==> src/hw/rtl/flr_pkg.sv <==
// Shared types and constants for the fixed-point line rasterizer.
// No dependencies; used by the front end, the queue, the back end, the top level and the testbench.
`timescale 1ns / 1ps

package flr_pkg;

  localparam int COLOR_W = 8;

  typedef struct packed {
    logic [COLOR_W-1:0] red;
    logic [COLOR_W-1:0] green;
    logic [COLOR_W-1:0] blue;
  } color_t;

  // Handshake between a producer and a consumer around the descriptor queue.
  typedef struct packed {
    logic push;
    logic pop;
  } q_req_t;

  typedef struct packed {
    logic full;
    logic empty;
  } q_stat_t;

endpackage

==> src/hw/rtl/flr_front.sv <==
// Front end: takes a line command, picks the major axis and step direction,
// and divides the minor length by the major length one quotient bit a cycle.
// Depends on flr_pkg.
`timescale 1ns / 1ps

module flr_front import flr_pkg::*; #(
  parameter int COORD_BITS    = 6,
  parameter int FRACTION_BITS = 16
) (
  input  logic                  clk,
  input  logic                  rst,
  input  logic                  start,
  input  logic [COORD_BITS-1:0] x_start,
  input  logic [COORD_BITS-1:0] y_start,
  input  logic [COORD_BITS-1:0] x_end,
  input  logic [COORD_BITS-1:0] y_end,
  input  color_t                color_in,
  output logic                  busy,
  input  q_stat_t               q_stat,
  output logic                  push,
  output logic                  y_major,
  output logic                  step_neg,
  output logic                  minor_neg,
  output logic [COORD_BITS-1:0] major_start,
  output logic [COORD_BITS-1:0] minor_start,
  output logic [COORD_BITS-1:0] line_len,
  output logic [FRACTION_BITS:0] slope_mag,
  output color_t                color
);

  localparam int NUM_W     = COORD_BITS + FRACTION_BITS;
  localparam int DIV_STEPS = COORD_BITS + FRACTION_BITS;
  localparam int CNT_W     = $clog2(DIV_STEPS + 1);

  localparam logic [1:0] ST_IDLE = 2'd0;
  localparam logic [1:0] ST_DIV  = 2'd1;
  localparam logic [1:0] ST_PUSH = 2'd2;

  logic [1:0]            state;
  logic [CNT_W-1:0]      count;
  logic [NUM_W-1:0]      num;
  logic [COORD_BITS-1:0] rem;

  logic [COORD_BITS:0]   dx, dy, adx_w, ady_w;
  logic [COORD_BITS-1:0] adx, ady;
  logic                  ymaj_c;
  logic [COORD_BITS-1:0] len_c, minor_abs_c;
  logic [COORD_BITS:0]   trial;
  logic                  ge;
  logic                  accept;

  always_comb begin
    dx     = {1'b0, x_end} - {1'b0, x_start};
    dy     = {1'b0, y_end} - {1'b0, y_start};
    adx_w  = dx[COORD_BITS] ? (~dx + 1'b1) : dx;
    ady_w  = dy[COORD_BITS] ? (~dy + 1'b1) : dy;
    adx    = adx_w[COORD_BITS-1:0];
    ady    = ady_w[COORD_BITS-1:0];
    // ties go to x
    ymaj_c      = ady > adx;
    len_c       = ymaj_c ? ady : adx;
    minor_abs_c = ymaj_c ? adx : ady;
  end

  assign accept = start && !busy;
  assign busy   = (state != ST_IDLE);
  assign push   = (state == ST_PUSH) && !q_stat.full;

  // restoring division step
  assign trial = {rem, num[NUM_W-1]};
  assign ge    = trial >= {1'b0, line_len};

  assign slope_mag = num[FRACTION_BITS:0];

  always_ff @(posedge clk) begin
    if (rst) begin
      state <= ST_IDLE;
      count <= '0;
    end else begin
      unique case (state)
        ST_IDLE: begin
          // drop zero-length lines here: they yield no pixel
          if (accept && (len_c != '0)) begin
            state <= ST_DIV;
            count <= '0;
          end
        end
        ST_DIV: begin
          count <= count + 1'b1;
          if (count == CNT_W'(DIV_STEPS - 1)) state <= ST_PUSH;
        end
        ST_PUSH: begin
          if (!q_stat.full) state <= ST_IDLE;
        end
        default: state <= ST_IDLE;
      endcase
    end
  end

  always_ff @(posedge clk) begin
    if (accept) begin
      y_major     <= ymaj_c;
      step_neg    <= ymaj_c ? dy[COORD_BITS] : dx[COORD_BITS];
      minor_neg   <= ymaj_c ? dx[COORD_BITS] : dy[COORD_BITS];
      major_start <= ymaj_c ? y_start : x_start;
      minor_start <= ymaj_c ? x_start : y_start;
      line_len    <= len_c;
      color       <= color_in;
      num         <= {minor_abs_c, {FRACTION_BITS{1'b0}}};
      rem         <= '0;
    end else if (state == ST_DIV) begin
      num <= {num[NUM_W-2:0], ge};
      rem <= ge ? COORD_BITS'(trial - {1'b0, line_len}) : trial[COORD_BITS-1:0];
    end
  end

  // a finished division always moves on to the hand-off
  a_div_done: assert property (@(posedge clk) disable iff (rst)
    (state == ST_DIV && count == CNT_W'(DIV_STEPS - 1)) |=> (state == ST_PUSH))
    else $error("divider did not finish into hand-off");

  // the minor length never exceeds the major, so the quotient fits FRACTION_BITS+1
  a_quot_fits: assert property (@(posedge clk) disable iff (rst)
    push |-> (num[NUM_W-1:FRACTION_BITS+1] == '0))
    else $error("slope quotient overflow");

endmodule

==> src/hw/rtl/flr_queue.sv <==
// Two-entry descriptor queue between the front end and the pixel stepper.
// Depends on flr_pkg.
`timescale 1ns / 1ps

module flr_queue import flr_pkg::*; #(
  parameter int WIDTH = 8
) (
  input  logic             clk,
  input  logic             rst,
  input  q_req_t           req,
  input  logic [WIDTH-1:0] wr_data,
  output logic [WIDTH-1:0] rd_data,
  output q_stat_t          stat
);

  logic [WIDTH-1:0] entry [2];
  logic             wr_ptr, rd_ptr;
  logic [1:0]       fill;

  assign stat.full  = (fill == 2'd2);
  assign stat.empty = (fill == 2'd0);
  assign rd_data    = entry[rd_ptr];

  always_ff @(posedge clk) begin
    if (rst) begin
      wr_ptr <= 1'b0;
      rd_ptr <= 1'b0;
      fill   <= 2'd0;
    end else begin
      if (req.push) wr_ptr <= ~wr_ptr;
      if (req.pop)  rd_ptr <= ~rd_ptr;
      case ({req.push, req.pop})
        2'b10:   fill <= fill + 2'd1;
        2'b01:   fill <= fill - 2'd1;
        default: fill <= fill;
      endcase
    end
  end

  always_ff @(posedge clk) begin
    if (req.push) entry[wr_ptr] <= wr_data;
  end

  a_no_overflow: assert property (@(posedge clk) disable iff (rst)
    req.push |-> !stat.full)
    else $error("push into full queue");

  a_no_underflow: assert property (@(posedge clk) disable iff (rst)
    req.pop |-> !stat.empty)
    else $error("pop from empty queue");

endmodule

==> src/hw/rtl/flr_back.sv <==
// Back end: steps the major axis one pixel a cycle and accumulates the slope
// for the minor axis. Pulls line descriptors from the queue. Depends on flr_pkg.
`timescale 1ns / 1ps

module flr_back import flr_pkg::*; #(
  parameter int COORD_BITS    = 6,
  parameter int FRACTION_BITS = 16
) (
  input  logic                   clk,
  input  logic                   rst,
  input  q_stat_t                q_stat,
  output logic                   pop,
  input  logic                   d_y_major,
  input  logic                   d_step_neg,
  input  logic                   d_minor_neg,
  input  logic [COORD_BITS-1:0]  d_major_start,
  input  logic [COORD_BITS-1:0]  d_minor_start,
  input  logic [COORD_BITS-1:0]  d_line_len,
  input  logic [FRACTION_BITS:0] d_slope_mag,
  input  color_t                 d_color,
  output logic                   pixel_valid,
  output logic [COORD_BITS-1:0]  pixel_x,
  output logic [COORD_BITS-1:0]  pixel_y,
  output color_t                 pixel_color,
  output logic                   last_pixel
);

  localparam int ACC_W   = COORD_BITS + FRACTION_BITS + 1;
  localparam int SLOPE_W = FRACTION_BITS + 2;

  logic                       active;
  logic                       y_major, step_neg;
  logic [COORD_BITS-1:0]      major, minor_start, remaining;
  logic signed [SLOPE_W-1:0]  slope;
  logic signed [ACC_W-1:0]    acc;
  color_t                     color;

  logic                       is_last;
  logic [COORD_BITS-1:0]      minor_c;
  logic [SLOPE_W-1:0]         mag_ext;

  assign is_last = (remaining == COORD_BITS'(1));
  // low bits of the floor shift are just the accumulator's integer bits
  assign minor_c = minor_start + acc[FRACTION_BITS +: COORD_BITS];
  assign pop     = (!active || is_last) && !q_stat.empty;
  assign mag_ext = {1'b0, d_slope_mag};

  always_ff @(posedge clk) begin
    if (rst) begin
      active      <= 1'b0;
      pixel_valid <= 1'b0;
    end else begin
      pixel_valid <= active;
      if (pop)          active <= 1'b1;
      else if (is_last) active <= 1'b0;
    end
  end

  always_ff @(posedge clk) begin
    if (active) begin
      pixel_x     <= y_major ? minor_c : major;
      pixel_y     <= y_major ? major : minor_c;
      pixel_color <= color;
      last_pixel  <= is_last;
    end
    // load the next line over the final beat of the current one
    if (pop) begin
      y_major     <= d_y_major;
      step_neg    <= d_step_neg;
      major       <= d_major_start;
      minor_start <= d_minor_start;
      remaining   <= d_line_len;
      slope       <= d_minor_neg ? -$signed(mag_ext) : $signed(mag_ext);
      color       <= d_color;
      acc         <= '0;
    end else if (active) begin
      major       <= step_neg ? major - 1'b1 : major + 1'b1;
      acc         <= acc + ACC_W'(slope);
      remaining   <= remaining - 1'b1;
    end
  end

  a_last_has_beat: assert property (@(posedge clk) disable iff (rst)
    (pixel_valid && last_pixel) |-> $past(active && is_last))
    else $error("last flag without final step");

  a_no_zero_len: assert property (@(posedge clk) disable iff (rst)
    active |-> (remaining != '0))
    else $error("stepper active with nothing left");

endmodule

==> src/hw/rtl/fixed_point_line_rasterizer.sv <==
// Top level of the fixed-point DDA line rasterizer.
// Depends on flr_pkg, flr_front, flr_queue and flr_back.
//
//   channel   direction  handshake               payload
//   command   in         start / busy            x_start y_start x_end y_end red_in green_in blue_in
//   pixel     out        pixel_valid strobe      pixel_x pixel_y red_out green_out blue_out last_pixel
//
// A command is taken when start is high and busy low. The front end then works out
// COORD_BITS + FRACTION_BITS quotient bits (22 by default) in its bit-serial divider
// and enters a hand-off state that waits while the queue is full; the back end emits
// one pixel per cycle, and the next division overlaps the current line. Zero-length
// lines are dropped at acceptance and never raise busy. Reset (rst, synchronous)
// clears the control state. Pixels are strobed for one cycle and cannot be stalled.
`timescale 1ns / 1ps

module fixed_point_line_rasterizer import flr_pkg::*; #(
  parameter int COORD_BITS    = 6,
  parameter int FRACTION_BITS = 16
) (
  input  logic                  clk,
  input  logic                  rst,
  input  logic                  start,
  output logic                  busy,
  input  logic [COORD_BITS-1:0] x_start,
  input  logic [COORD_BITS-1:0] y_start,
  input  logic [COORD_BITS-1:0] x_end,
  input  logic [COORD_BITS-1:0] y_end,
  input  logic [COLOR_W-1:0]    red_in,
  input  logic [COLOR_W-1:0]    green_in,
  input  logic [COLOR_W-1:0]    blue_in,
  output logic                  pixel_valid,
  output logic [COORD_BITS-1:0] pixel_x,
  output logic [COORD_BITS-1:0] pixel_y,
  output logic [COLOR_W-1:0]    red_out,
  output logic [COLOR_W-1:0]    green_out,
  output logic [COLOR_W-1:0]    blue_out,
  output logic                  last_pixel
);

  localparam int DESC_W = 3 + 3 * COORD_BITS + FRACTION_BITS + 1 + $bits(color_t);

  color_t                 color_in, f_color, b_color, pix_color;
  q_req_t                 q_req;
  q_stat_t                q_stat;
  logic                   q_push, q_pop;
  logic                   f_y_major, f_step_neg, f_minor_neg;
  logic [COORD_BITS-1:0]  f_major_start, f_minor_start, f_len;
  logic [FRACTION_BITS:0] f_slope;
  logic                   b_y_major, b_step_neg, b_minor_neg;
  logic [COORD_BITS-1:0]  b_major_start, b_minor_start, b_len;
  logic [FRACTION_BITS:0] b_slope;
  logic [DESC_W-1:0]      wr_desc, rd_desc;

  assign color_in = '{red: red_in, green: green_in, blue: blue_in};
  assign q_req    = '{push: q_push, pop: q_pop};

  flr_front #(
    .COORD_BITS   (COORD_BITS),
    .FRACTION_BITS(FRACTION_BITS)
  ) u_front (
    .clk        (clk),
    .rst        (rst),
    .start      (start),
    .x_start    (x_start),
    .y_start    (y_start),
    .x_end      (x_end),
    .y_end      (y_end),
    .color_in   (color_in),
    .busy       (busy),
    .q_stat     (q_stat),
    .push       (q_push),
    .y_major    (f_y_major),
    .step_neg   (f_step_neg),
    .minor_neg  (f_minor_neg),
    .major_start(f_major_start),
    .minor_start(f_minor_start),
    .line_len   (f_len),
    .slope_mag  (f_slope),
    .color      (f_color)
  );

  assign wr_desc = {f_y_major, f_step_neg, f_minor_neg, f_major_start, f_minor_start,
                    f_len, f_slope, f_color};

  flr_queue #(
    .WIDTH(DESC_W)
  ) u_queue (
    .clk    (clk),
    .rst    (rst),
    .req    (q_req),
    .wr_data(wr_desc),
    .rd_data(rd_desc),
    .stat   (q_stat)
  );

  assign {b_y_major, b_step_neg, b_minor_neg, b_major_start, b_minor_start,
          b_len, b_slope, b_color} = rd_desc;

  flr_back #(
    .COORD_BITS   (COORD_BITS),
    .FRACTION_BITS(FRACTION_BITS)
  ) u_back (
    .clk          (clk),
    .rst          (rst),
    .q_stat       (q_stat),
    .pop          (q_pop),
    .d_y_major    (b_y_major),
    .d_step_neg   (b_step_neg),
    .d_minor_neg  (b_minor_neg),
    .d_major_start(b_major_start),
    .d_minor_start(b_minor_start),
    .d_line_len   (b_len),
    .d_slope_mag  (b_slope),
    .d_color      (b_color),
    .pixel_valid  (pixel_valid),
    .pixel_x      (pixel_x),
    .pixel_y      (pixel_y),
    .pixel_color  (pix_color),
    .last_pixel   (last_pixel)
  );

  assign red_out   = pix_color.red;
  assign green_out = pix_color.green;
  assign blue_out  = pix_color.blue;

endmodule

==> config.mk <==
export PLATFORM = sky130hd
export DESIGN_NAME = fixed_point_line_rasterizer
export DESIGN_NICKNAME = d
export VERILOG_FILES = /design/src/hw/rtl/flr_pkg.sv /design/src/hw/rtl/flr_front.sv /design/src/hw/rtl/flr_queue.sv /design/src/hw/rtl/flr_back.sv /design/src/hw/rtl/fixed_point_line_rasterizer.sv
export SDC_FILE = /design/constraint.sdc
export NUM_CORES = 1
export LEC_CHECK = 0
export BUFFER_PORTS_ARGS = -buffer_cell sky130_fd_sc_hd__buf_4
export CAP_MARGIN = 20
export CELL_PAD_IN_SITES_DETAIL_PLACEMENT = 0
export CELL_PAD_IN_SITES_GLOBAL_PLACEMENT = 1
export CORE_UTILIZATION = 33
export DETAILED_ROUTE_END_ITERATION = 8
export HOLD_SLACK_MARGIN = 0.15
export PLACE_DENSITY = 0.65
export SLEW_MARGIN = 20
export SYNTH_ARGS = -nofsm -noshare
export SYNTH_HDL_FRONTEND = slang
export SYNTH_HIERARCHICAL = 1
export SYNTH_SLANG_ARGS = --single-unit
==> constraint.sdc <==
create_clock -name clk -period 5.5 [get_ports clk]
set_input_delay 0.55 -clock clk [delete_from_list [all_inputs] [get_ports clk]]
set_output_delay 0.55 -clock clk [all_outputs]
set_load 0.005 [all_outputs]
Word-level counts from Yosys, hierarchy flattened
Memories as Yosys holds them, arrays and structs flattened. A register that Yosys moved wholly into a read port is not among the register bits.
Cells that the tools add are included.
{"block": "word_totals", "register_bits": 208, "mem_bits_rw": 124, "inputBits": 51, "output_inout_bits": 39, "word_cells": 119, "n_memories": 1}
{"block": "classes", "add_sub_neg": 14, "n_lt_le_gt_ge": 2, "n_eq_ne": 10, "n_mux": 32, "bitwise": 4, "n_reduce_logical": 20}
{"memory": "u_queue.entry", "words": 2, "width": 62, "read_ports": 1, "rd_clocked_by_memory_dff": 1, "wr": 1, "line": "flr_queue.sv:16", "text": "logic [WIDTH-1:0] entry [2];"}
{"cell": "$mux W6", "count": 14}
{"cell": "$mux W22", "count": 2}
{"cell": "$add A23 B18 Y23", "count": 1}
{"cell": "$add A6 B1 Y6 const B", "count": 3}
{"cell": "$neg A17 Y18", "count": 1}
{"cell": "$mux W17", "count": 1}
{"cell": "$sub A6 B6 Y7", "count": 2}
{"cell": "$not A6 Y6", "count": 2}
{"cell": "$reduce_bool A2 Y1", "count": 6}
{"cell": "$sub A6 B1 Y6 const B", "count": 2}
{"cell": "$pmux W5 S2", "count": 1}
{"cell": "$mux W1", "count": 8}
{"cell": "$ge A7 B6 Y1", "count": 1}
{"cell": "$add A6 B6 Y6", "count": 1}
{"cell": "$eq A2 B2 Y1 const B", "count": 3}
{"cell": "$eq A6 B1 Y1 const B", "count": 1}
{"cell": "$gt A6 B6 Y1", "count": 1}
{"cell": "$mux W2", "count": 3}
{"cell": "$pmux W2 S3", "count": 1}
{"cell": "$reduce_bool A6 Y1", "count": 1}
{"cell": "$sub A6 B6 Y6", "count": 1}
{"cell": "$add A5 B1 Y5 const B", "count": 1}
{"cell": "$eq A5 B5 Y1 const B", "count": 1}
{"cell": "$mux W5", "count": 1}
{"cell": "other kinds (13)", "count": 23}

Logic depth before layout (Yosys ltp)
Gate-level depths: netlist (run 1).
{"block": "logic_depth", "ltp_word": 10, "mapped_depth": 21, "ltp_nobuf": 20}

Hierarchy
The synthesis (run 1) kept the hierarchy.
{"mod": "flr_back", "instances": 1, "cells_each": 484, "area_per_inst_um2": 5860.6, "seq_area_each_um2": 3453.3}
{"mod": "flr_queue", "instances": 1, "cells_each": 215, "area_per_inst_um2": 4662.0, "seq_area_each_um2": 3823.7}
{"mod": "flr_front", "instances": 1, "cells_each": 460, "area_per_inst_um2": 4558.1, "seq_area_each_um2": 2112.0}

Least setup slack after synthesis (run 1)
No wires, ideal clock.
{"block": "synth_path", "path_type": "input to register", "startpoint": "in x_end[0]", "endpoint": "reg u_front.count[4]", "setup_ns": 0.088, "arrival_time_ns": 4.449, "t_required_ns": 5.412, "path_slack_ns": 0.963, "cell_stages": 19, "path_buffers": 1, "path_cell_list": "inv_1 -> ha_1 -> fa_1 -> ha_1 -> and2b_2 -> a311oi_2 -> mux2_2 -> o21ai_0 -> inv_1 -> ha_1 -> a21oi_1 -> a21boi_0 -> o32a_1 -> buf_2 -> inv_1 -> o211ai_1 -> a2111oi_2 -> nand2_1 -> a311oi_2"}
{"block": "synth_via", "elab_chain_len": 10}
{"element": "start: declaration", "line": "fixed_point_line_rasterizer.sv:26", "text": "input logic [COORD_BITS-1:0] x_end,"}
{"element": "$sub A6 B6 Y7 (*)", "line": "flr_front.sv:53", "text": "dx = {1'b0, x_end} - {1'b0, x_start};"}
{"element": "$not A6 Y6", "line": "flr_front.sv:55", "text": "adx_w = dx[COORD_BITS] ? (~dx + 1'b1) : dx;"}
{"element": "$add A6 B1 Y6", "line": "flr_front.sv:55"}
{"element": "$mux W6 (*)", "line": "flr_front.sv:55"}
{"element": "$gt A6 B6 Y1", "line": "flr_front.sv:60", "text": "ymaj_c = ady > adx;"}
{"element": "$mux W6 (*)", "line": "flr_front.sv:61", "text": "len_c = ymaj_c ? ady : adx;"}
{"element": "$reduce_bool A6 Y1 (*)", "line": "flr_front.sv:83", "text": "if (accept && (len_c != '0)) begin"}
{"element": "$logic_and A1 B1 Y1 (*)", "line": "flr_front.sv:83"}
{"element": "$ne A2 B1 Y1 (no source line) (*)"}
{"element": "$reduce_and A2 Y1 (no source line) (*)"}
{"element": "end signal: assignment", "line": "flr_front.sv:89", "text": "count <= count + 1'b1;"}
{"element": "end: declaration", "line": "flr_front.sv:40", "text": "logic [CNT_W-1:0] count;"}
Mark *: on every way between the ends. The rest lies on a longest branch, timed or not.
A chain may end at the register's enable or synchronous reset.

Final worst setup path (run 1)
{"block": "layout_path", "startpoint": "in x_start[0]", "endpoint": "reg u_front.state[0]"}
{"block": "layout_via", "elab_chain_len": 10}
{"element": "start: declaration", "line": "fixed_point_line_rasterizer.sv:24", "text": "input logic [COORD_BITS-1:0] x_start,"}
{"element": "$sub A6 B6 Y7 (*)", "line": "flr_front.sv:53"}
{"element": "$not A6 Y6", "line": "flr_front.sv:55"}
{"element": "$add A6 B1 Y6", "line": "flr_front.sv:55"}
{"element": "$mux W6 (*)", "line": "flr_front.sv:55"}
{"element": "$gt A6 B6 Y1", "line": "flr_front.sv:60"}
{"element": "$mux W6 (*)", "line": "flr_front.sv:61"}
{"element": "$reduce_bool A6 Y1 (*)", "line": "flr_front.sv:83"}
{"element": "$logic_and A1 B1 Y1 (*)", "line": "flr_front.sv:83"}
{"element": "$ne A2 B1 Y1 (no source line) (*)"}
{"element": "$reduce_and A3 Y1 (no source line) (*)"}
{"element": "end signal: assignment", "line": "flr_front.sv:84", "text": "state <= ST_DIV;"}
{"element": "end signal: assignment", "line": "flr_front.sv:90", "text": "if (count == CNT_W'(DIV_STEPS - 1)) state <= ST_PUSH;"}
{"element": "end signal: assignment", "line": "flr_front.sv:93", "text": "if (!q_stat.full) state <= ST_IDLE;"}
{"element": "end: declaration", "line": "flr_front.sv:39", "text": "logic [1:0] state;"}
Marks and branches as above.

==> results.yml, run 1 <==
outcome:
  status: "finished clean"
floorplan:
  die_w_um: 216
  pin_count: 90
  die_area_um2: 46600
  rows: 77
  core_area_um2: 44600
  start_util: 0.338
  die_h_um: 216
setup_path:
  startpoint: "x_start[0]"
  path_class: "in2reg"
  crit_path_max_fanout: 9
  endpoint_kind: "register"
  path_delay_family: "compound AO/OA/AOI/OAI gates"
  required_ns: 5.91
  crit_buf_inv: 3
  cpMostUsedCell: "ha_1"
  slowest_stage: "fa_1"
  cpPeakStageDelay_ns: 0.51
  cp-start-kind: "input port"
  cp.arrival_ns: 5.08
  crit_chain: "buf_4, ha_1, fa_1, ha_1, and2b_2, a311oi_2, mux2_2, o21ai_0, inv_1, ha_1, a21oi_1, a21boi_0, o32a_1, inv_1, o211ai_1, a211oi_1, nand2_1, a22o_1"
  r2r_start: "u_back/remaining[2]$_DFFE_PP_"
routing:
  drc: 0
  viasPerCell: 4.69
  drt-pass1-iter-count: 4
  drt-initial-drc-count: 488
  ant_nets: 0
  via_count: 8774
  drt-wirelength-per-cell_um: 15.9
  wl_um: 29700
timing:
  setup_tns_ns: 0
  hold_viol: 0
  fin_skew_ns: 0.0189
  slew_viol_final: 0
  fmax_ghz: 0.214
  tightest_slew_ns: 0.795
  period_share: 0.849
  fin_crit_ns: 4.67
  relSlewSlack: 0.470
  post-route-worst-setup-slack_ns: 0.832
  rsz0062_at_grt: "no"
  finalSetupViolCount: 0
global_routing:
  globalRouteOverflowTotal: 0
  grt_pass1_vias: 8934
  grt_max_degree: 56
  grt_antenna_before_repair: 1
  grt_usage: 0.129
  grt_pass1_wl_um: 48100
clocking:
  htreeDepth: 2
  cts_resized: 0
  clk_pin_slew_ns: 0.06
  clockBufferDepth: 3
  cts_tree: "yes"
  cts_hold_buf: 0
  cts_setup_buffers: 0
  cts-root-buf: "clkbuf_16"
  clock_sinks: 332
  cts_made_buffers: 38
  clk_latency_ns: 0.53
logic_synthesis:
  netlist_area_um2: 15100
  synthesis.nets: 1278
  avgSynthCellArea_um2: 13.0
  synth_edf_count: 274
  synth_warnings: 6
  synth-seq-cells: 332
  syn_inst: 1159
  ys.flop_type: "edfxtp_1"
  synth_cell_types: 69
  async_flop_share: 0
  synth-seq-area-share: 0.623
final_layout:
  final_nets: 1365
  drive_gt1_frac: 0.197
  fin_area_um2: 17600
  syn_to_final_growth_pct: 16.4
placed_design:
  placed_area_um2: 16300
  pre_cts_slack_ns: 0.334
  gp_congestion: 0.808
  numPortBuffers: 89
  dp_hpwl_um: 20400
pwr:
  power.density_nw_per_um2: 476
  leakage_nw: 6.39
  vdd_ir_drop_max_mv: 0.254
min_path:
  hp-class: "in2reg"
  min_from: "red_in[4]"
flow_run:
  maxCapViolCount: 0
==> where the power goes <==
| group | total [mW] | internal, mW | switching, mW |
|---|---|---|---|
| Combinational | 2.33 | 0.983 | 1.35 |
| Clock | 2.46 | 1.47 | 0.989 |
| Sequential | 3.57 | 3.33 | 0.241 |
| Total | 8.36 | 5.78 | 2.58 |
==> Yosys cell counts (6+ instances only) <==
master,instances,area (um2)
a21oi_1,49,245
ha_1,62,776
dfxtp_1,58,1160
fa_1,6,120
mux2i_1,20,200
nand2_1,109,409
xor2_1,21,184
edfxtp_1,274,8230
nor2_1,54,203
a21o_1,19,143
nor2b_1,7,43.8
o211ai_1,7,52.6
xnor2_1,41,359
clkbuf_1,25,93.8
nand2b_1,11,68.8
nand3_1,16,80.1
buf_4,17,128
inv_1,59,221
nor3_1,11,55.1
mux2_2,70,788
and2_1,6,37.5
buf_2,8,40.0
o21ai_0,87,435
a31oi_1,6,37.5
a211oi_1,12,90.1
==> layout by cell type, fill, tap and decap left out, types with 6 or more instances in the layout <==
| cell | count |
|---|---|
| clkbuf_1 | 8 |
| a211oi_1 | 12 |
| mux2_2 | 70 |
| nand3_1 | 16 |
| xnor2_1 | 41 |
| mux2i_1 | 20 |
| buf_4 | 100 |
| nor2b_1 | 7 |
| a31oi_1 | 6 |
| clkbuf_16 | 38 |
| clkinv_1 | 9 |
| a21o_1 | 19 |
| ha_1 | 62 |
| nand2b_1 | 11 |
| inv_1 | 58 |
| dfxtp_1 | 56 |
| o21ai_0 | 87 |
| nor3_1 | 11 |
| a21oi_1 | 49 |
| fa_1 | 6 |
| nor2_1 | 52 |
| nand2_1 | 109 |
| edfxtp_1 | 274 |
| xor2_1 | 21 |
| o211ai_1 | 7 |
==> metal layers <==
layer  share of wire  GRT usage  vias up
met5               0          0        -
met4           0.018     0.0416        0
met3           0.036     0.0199       37
met2            0.47      0.214      131
met1            0.47      0.173     4177
li1                -          -     4429
==> cell families (layout without fill, tap and decap cells) <==
kind of cell | count (synthesis) | in the layout | synth area share
buffers and inverters | 114 | 230 | 0.0333
adders and majority gates | 68 | 68 | 0.0594
xor gates and xnor gates | 63 | 63 | 0.0375
and+or+nand+nor | 253 | 253 | 0.0787
muxes | 90 | 90 | 0.0655
AOI/OAI and AO/OA | 239 | 239 | 0.103
DFF | 332 | 332 | 0.623
other | 0 | 2 | 0
==> layout make-up <==
class / count / area [um2]
clock buffers: 46 / 981
clock inverters: 23 / 236
flip-flops and latches: 332 / 9390
well taps: 592 / 741
repair buffers: 101 / 771
inverters: 60 / 225
diodes: 2 / 5.00
fillers: 4160 / 27100
multi-input cells: 713 / 5200
==> path summary, 6_finish.rpt <==
path / to / slack, ns / cells after the start
setup / recovery: u_front/state[0]$_SDFFE_PP0P_ / 0.83 / 18
setup reg to reg: u_back/acc[21]$_SDFFE_PP0P_ / 2.37 / 9
hold reg to reg: u_back/pixel_color[6]$_DFFE_PP_ / 0.42 / 0
hold / removal: u_front/color[20]$_DFFE_PP_ / 0.19 / 1
==> state kept, by name (all words and copies together) (netlist names), 18 cells and up, named ones only <==
| signal | flops |
|---|---|
| u_queue/entry | 124 |
| u_back/color | 24 |
| u_back/pixel_color | 24 |
| u_front/color | 24 |
| u_back/acc | 22 |
| u_front/num | 22 |
| u_back/slope | 18 |
==> stage by stage <==
stage	utilization	hold WS, ns	power, mW	std cells
floorplan	-	0.400	5.29	1159
global placement	0.366	0.402	5.93	1797
detailed placement	0.366	0.405	5.96	1797
CTS	0.393	0.166	8.46	1866
global route	0.393	0.165	8.89	1868
finish	0.393	0.194	8.36	1869
Note: power is estimated with default switching activity, not from simulation.
==> run 2: changes to the inputs <==
==> constraint.sdc (replaced) <==
create_clock -name clk -period 4.3 [get_ports clk]
set_input_delay 0.43 -clock clk [delete_from_list [all_inputs] [get_ports clk]]
set_output_delay 0.43 -clock clk [all_outputs]
set_load 0.005 [all_outputs]
==> run 2 against run 1 <==
Clock power up 21%. Non-clock buffer count up 77. Combinational power up 39%. Setup slack worse by 0.61 ns. Critical path type unchanged.
==> results.yml, run 2 (synthesis gave the netlist of run 1 again) <==
global_routing:
  grt_antenna_before_repair: 0
  grt_usage: 0.133
  globalRouteOverflowTotal: 0
  grt_pass1_vias: 9409
  grt_max_degree: 57
  grt_pass1_wl_um: 49700
final_layout:
  drive_gt1_frac: 0.227
  layout_commonest_cell: "edfxtp_1"
  fill_cells: 4137
  n_antenna_cell: 0
  largest_reg_flops: 124
  syn_to_final_growth_pct: 20.2
  largest_register: "u_queue/entry"
  layout.area.seq_um2: 9390
  final_cell_mix: "edfxtp_1, buf_4, nand2_1"
  final_nets: 1440
  multi_input_area_um2: 5240
  final_core_util: 0.406
floorplan:
  die_w_um: 216
  pin_count: 90
  start_util: 0.338
  core_area_um2: 44600
  rows: 77
  die_area_um2: 46600
  die_h_um: 216
timing:
  setup_tns_ns: 0
  finalSetupViolCount: 0
  period_share: 0.949
  rsz0062_at_grt: "no"
  hold_viol: 0
  tightest_slew_ns: 0.838
  holdWs_ns: 0.226
  relSlewSlack: 0.442
  fin_skew_ns: 0.0193
  fin_crit_ns: 4.08
  slew_viol_final: 0
  fmax_ghz: 0.245
placed_design:
  gp_congestion: 0.847
  dp_hpwl_um: 21000
  numPortBuffers: 89
flow_run:
  maxCapViolCount: 0
clocking:
  cts_tree: "yes"
  htreeDepth: 2
  cts_setup_buffers: 0
  cts_made_buffers: 36
  clk_latency_ns: 0.53
  clock_sinks: 332
  clockBufferDepth: 3
  clk_pin_slew_ns: 0.06
  cts-root-buf: "clkbuf_16"
setup_path:
  required_ns: 4.73
  crit_path_max_fanout: 4
  r2r_setup_slack_ns: 1.51
  cp.arrival_ns: 4.51
  crit_chain: "buf_4, inv_1, ha_1, fa_1, ha_2, o2111a_1, a311oi_4, mux2_4, o21ai_2, inv_1, ha_4, a21oi_1, a21boi_0, o32a_2, a2111oi_2, a41oi_1, buf_4, a2111oi_2, nand2_1, a311oi_2"
  crit_buf_inv: 4
  endpoint_kind: "register"
  cpPeakStageDelay_ns: 0.51
  cp-start-kind: "input port"
  path_class: "in2reg"
  path_delay_family: "compound AO/OA/AOI/OAI gates"
  slowest_stage: "fa_1"
routing:
  viasPerCell: 4.76
  wl_um: 30700
  ant_nets: 0
  drt-initial-drc-count: 476
  drc: 0
  drt-pass1-iter-count: 5
  drt-wirelength-per-cell_um: 15.8
  via_count: 9231
pwr:
  vdd_ir_drop_max_mv: 0.291
  leakage_nw: 6.71
  power_mw: 10.8
  power.density_nw_per_um2: 595
min_path:
  hp-class: "in2reg"
outcome:
  status: "finished clean"
==> run 2: changes by cell type in the layout (fill, tap and decap cells not counted), moves of 4 or more <==
cell and change:
clkbuf_1 +4, clkinv_1 -5, buf_4 +54, dlygate4sd3_1 +24
==> run 2: timing repair <==
| item | 4_1_cts | 5_1_grt |
|---|---|---|
| hold endpoints to repair | 24 | 0 |
| resized for setup | 0 | 2 |
| hold buffers | 24 | 0 |
| setup endpoints to repair | 0 | 5 |
==> run 2: final timing paths <==
path | from | end | cells past startpoint
min | y_start[2] | u_front/major_start[2]$_DFFE_PP_ | 3
max reg2reg | register | u_back/slope[17]$_SDFFCE_PN0P_ | 4
min reg2reg | u_back/color[5]$_DFFE_PP_ | u_back/pixel_color[5]$_DFFE_PP_ | 0
max | x_end[0] | u_front/count[4]$_SDFFE_PP0P_ | 20
==> run 2: cell type report <==
cell class              instances  share of cell area
inverters                      60              0.0126
clock buffers                  48              0.0522
multi-input cells             713               0.289
flip-flops and latches        332               0.518
clock inverters                16              0.0101
repair buffers                178              0.0770
well taps                     592              0.0409
==> run 2: tightest hold or removal path, cell delays in order <==
cell and delay, ns:
buf_4 0.09, nand2_1 0.04, o21ai_0 0.07
==> run 2: per-stage QoR <==
step                cell area, um2  setup slack (ns)  instances
detailed placement           16700            -0.328       1851
global placement             16700            -0.267       1851
finish                       18100             0.220       1939
CTS                          18100             0.178       1939
global route                 18100           0.00207       1939
floorplan                    15100            0.0415       1159
==> run 2: layer usage <==
layer,wire length [um],vias to the layer above,global-route usage,part of all wire
li1,-,4580,-,-
met1,14500,4473,0.179,0.47
met2,14400,135,0.220,0.47
met3,1150,43,0.0214,0.037
met4,679,0,0.0404,0.022
met5,0,-,0,0
==> run 2: power breakdown <==
| part | internal [mW] | switching [mW] | leakage [nW] |
|---|---|---|---|
| logic | 1.45 | 1.80 | 3.18 |
| registers | 4.26 | 0.310 | 2.99 |
| clock network | 1.74 | 1.23 | 0.547 |
==> run 3: changes to the inputs <==
--- a/config.mk
+++ b/config.mk
@@ -9,10 +9,11 @@
 export CAP_MARGIN = 20
 export CELL_PAD_IN_SITES_DETAIL_PLACEMENT = 0
 export CELL_PAD_IN_SITES_GLOBAL_PLACEMENT = 1
+export CORE_MARGIN = 1
 export CORE_UTILIZATION = 33
 export DETAILED_ROUTE_END_ITERATION = 8
 export HOLD_SLACK_MARGIN = 0.15
-export PLACE_DENSITY = 0.65
+export PLACE_DENSITY_LB_ADDON = 0.1
 export SLEW_MARGIN = 20
 export SYNTH_ARGS = -nofsm -noshare
 export SYNTH_HDL_FRONTEND = slang
==> run 3 against run 2 <==
First-iteration DRC count down 16%. Sequential power about the same. Largest cell class unchanged. Largest power group unchanged. Routed wire length up 3.2%. Combinational power about the same. Register-to-register slack worse by 0.08 ns. Critical endpoint is now u_front/state[0]$_SDFFE_PP0P_. Core utilization up 0.33 points. Flip-flop and latch count unchanged. Via count down 1.1%.
==> results.yml, run 3 (synthesis gave the netlist of run 1 again) <==
outcome:
  status: "finished clean"
clocking:
  clock_sinks: 332
  clk_pin_slew_ns: 0.06
  clk_latency_ns: 0.55
  cts_made_buffers: 38
  cts_setup_buffers: 0
  cts_tree: "yes"
  clockBufferDepth: 3
  cts-root-buf: "clkbuf_16"
  htreeDepth: 2
final_layout:
  layout.area.seq_um2: 9390
  largest_reg_flops: 124
  syn_to_final_growth_pct: 21.2
  multi_input_area_um2: 5230
  n_antenna_cell: 0
  fill_cells: 4201
  drive_gt1_frac: 0.233
  final_cell_mix: "edfxtp_1, buf_4, nand2_1"
  layout_commonest_cell: "edfxtp_1"
  final_nets: 1446
  largest_register: "u_queue/entry"
global_routing:
  grt.met1_usage: 0.184
  met3_usage: 0.0271
  grt_pass1_wl_um: 50800
  use_met2: 0.228
  grt_usage: 0.139
  grt_busiest_layer: "met2"
  grt_pass1_vias: 9324
  grt_max_degree: 86
  globalRouteOverflowTotal: 0
  grt_antenna_before_repair: 0
timing:
  relSlewSlack: 0.465
  slew_viol_final: 0
  hold_viol: 0
  post-route-worst-setup-slack_ns: 0.259
  fin_crit_ns: 4.04
  finalSetupViolCount: 0
  setup_tns_ns: 0
  fmax_ghz: 0.247
  period_share: 0.940
  fin_skew_ns: 0.0178
  rsz0062_at_grt: "no"
  tightest_slew_ns: 0.803
routing:
  ant_nets: 0
  wl_um: 31700
  drt-pass1-iter-count: 5
  via_count: 9129
  drc: 0
  drt-wirelength-per-cell_um: 16.3
  drt-initial-drc-count: 401
  viasPerCell: 4.68
pwr:
  leakage_nw: 6.78
  power.density_nw_per_um2: 600
  vdd_ir_drop_max_mv: 0.278
setup_path:
  required_ns: 4.74
  path_class: "in2reg"
  rr_worst_depth: 8
  endpoint_kind: "register"
  cp.arrival_ns: 4.48
  cp-start-kind: "input port"
  crit_path_max_fanout: 6
placed_design:
  pre_cts_slack_ns: -0.244
  numPortBuffers: 89
  dp_hpwl_um: 21400
  gp_congestion: 0.806
floorplan:
  core_area_um2: 44600
  die_area_um2: 46600
  die_w_um: 216
  die_h_um: 216
  start_util: 0.338
  pin_count: 90
  rows: 77
flow_run:
  maxCapViolCount: 0
min_path:
  min_path_cells: 3
  hp-class: "in2reg"
==> run 3: changes by cell type in the layout (fill, tap and decap cells not counted), sizes merged <==
cell and change:
buf +3, clkbuf +2, clkinv +4, dlygate4sd3 +1
==> run 3: worst max-delay path, cell delays in order <==
cell           delay (ns)
dlygate4sd3_1        0.54
buf_4                0.11
inv_1                0.08
ha_2                 0.39
o21ai_0              0.14
buf_4                0.16
a311oi_1             0.29
buf_4                0.18
xor2_1               0.22
ha_1                 0.28
a21boi_0             0.13
o32a_2               0.40
a2111oi_2            0.25
a41oi_1              0.13
a211oi_1             0.26
buf_4                0.15
nand2_1              0.10
a22o_1               0.22
==> run 3: path summary, 6_finish.rpt <==
kind                             startpoint                          endpoint  slack (ns)
setup / recovery                 y_start[3]     u_front/state[0]$_SDFFE_PP0P_        0.26
hold / removal                   x_start[3]  u_front/minor_start[3]$_DFFE_PP_        0.19
setup reg to reg                   register        u_back/slope[16]$_DFFE_PP_        1.43
hold reg to reg   u_back/color[3]$_DFFE_PP_   u_back/pixel_color[3]$_DFFE_PP_        0.41
==> run 3: cell type report <==
cell class,instances,area share
Clock inverter,20,0.0123
Tap cell,592,0.0405
Multi-Input combinational cell,713,0.286
Inverter,60,0.0125
Clock buffer,50,0.0551
Sequential cell,332,0.514
Timing Repair Buffer,182,0.0796
==> run 3: what timing repair did <==
item,4_1_cts,5_1_grt
gates resized for setup,0,1
setup endpoints to repair,0,2
endpoints found under the hold margin,25,0
hold buffers,25,0
==> run 3: per-layer routing <==
metal  up-vias  share of wire
li1       4597              -
met3        43          0.033
met1      4382           0.48
met2       107           0.47
met5         -              0
met4         0          0.021
==> run 3: metrics by stage <==
step / cells / instance area (um2) / util / hold WS, ns / power [mW]
final: 1949 / 18300 / 0.410 / 0.195 / 11.0
after global routing: 1949 / 18300 / 0.410 / 0.193 / 11.7
after CTS: 1949 / 18300 / 0.410 / 0.156 / 11.2
after detailed placement: 1854 / 16800 / 0.376 / 0.405 / 7.90
after global placement: 1854 / 16800 / 0.376 / 0.400 / 7.88
after floorplan: 1159 / 15100 / - / 0.400 / 6.79
==> run 3: where the power goes <==
group | total (mW) | internal, mW | switching, mW
Clock | 3.15 | 1.86 | 1.30
Sequential | 4.60 | 4.26 | 0.336
Combinational | 3.22 | 1.44 | 1.78
Total | 11.0 | 7.56 | 3.41
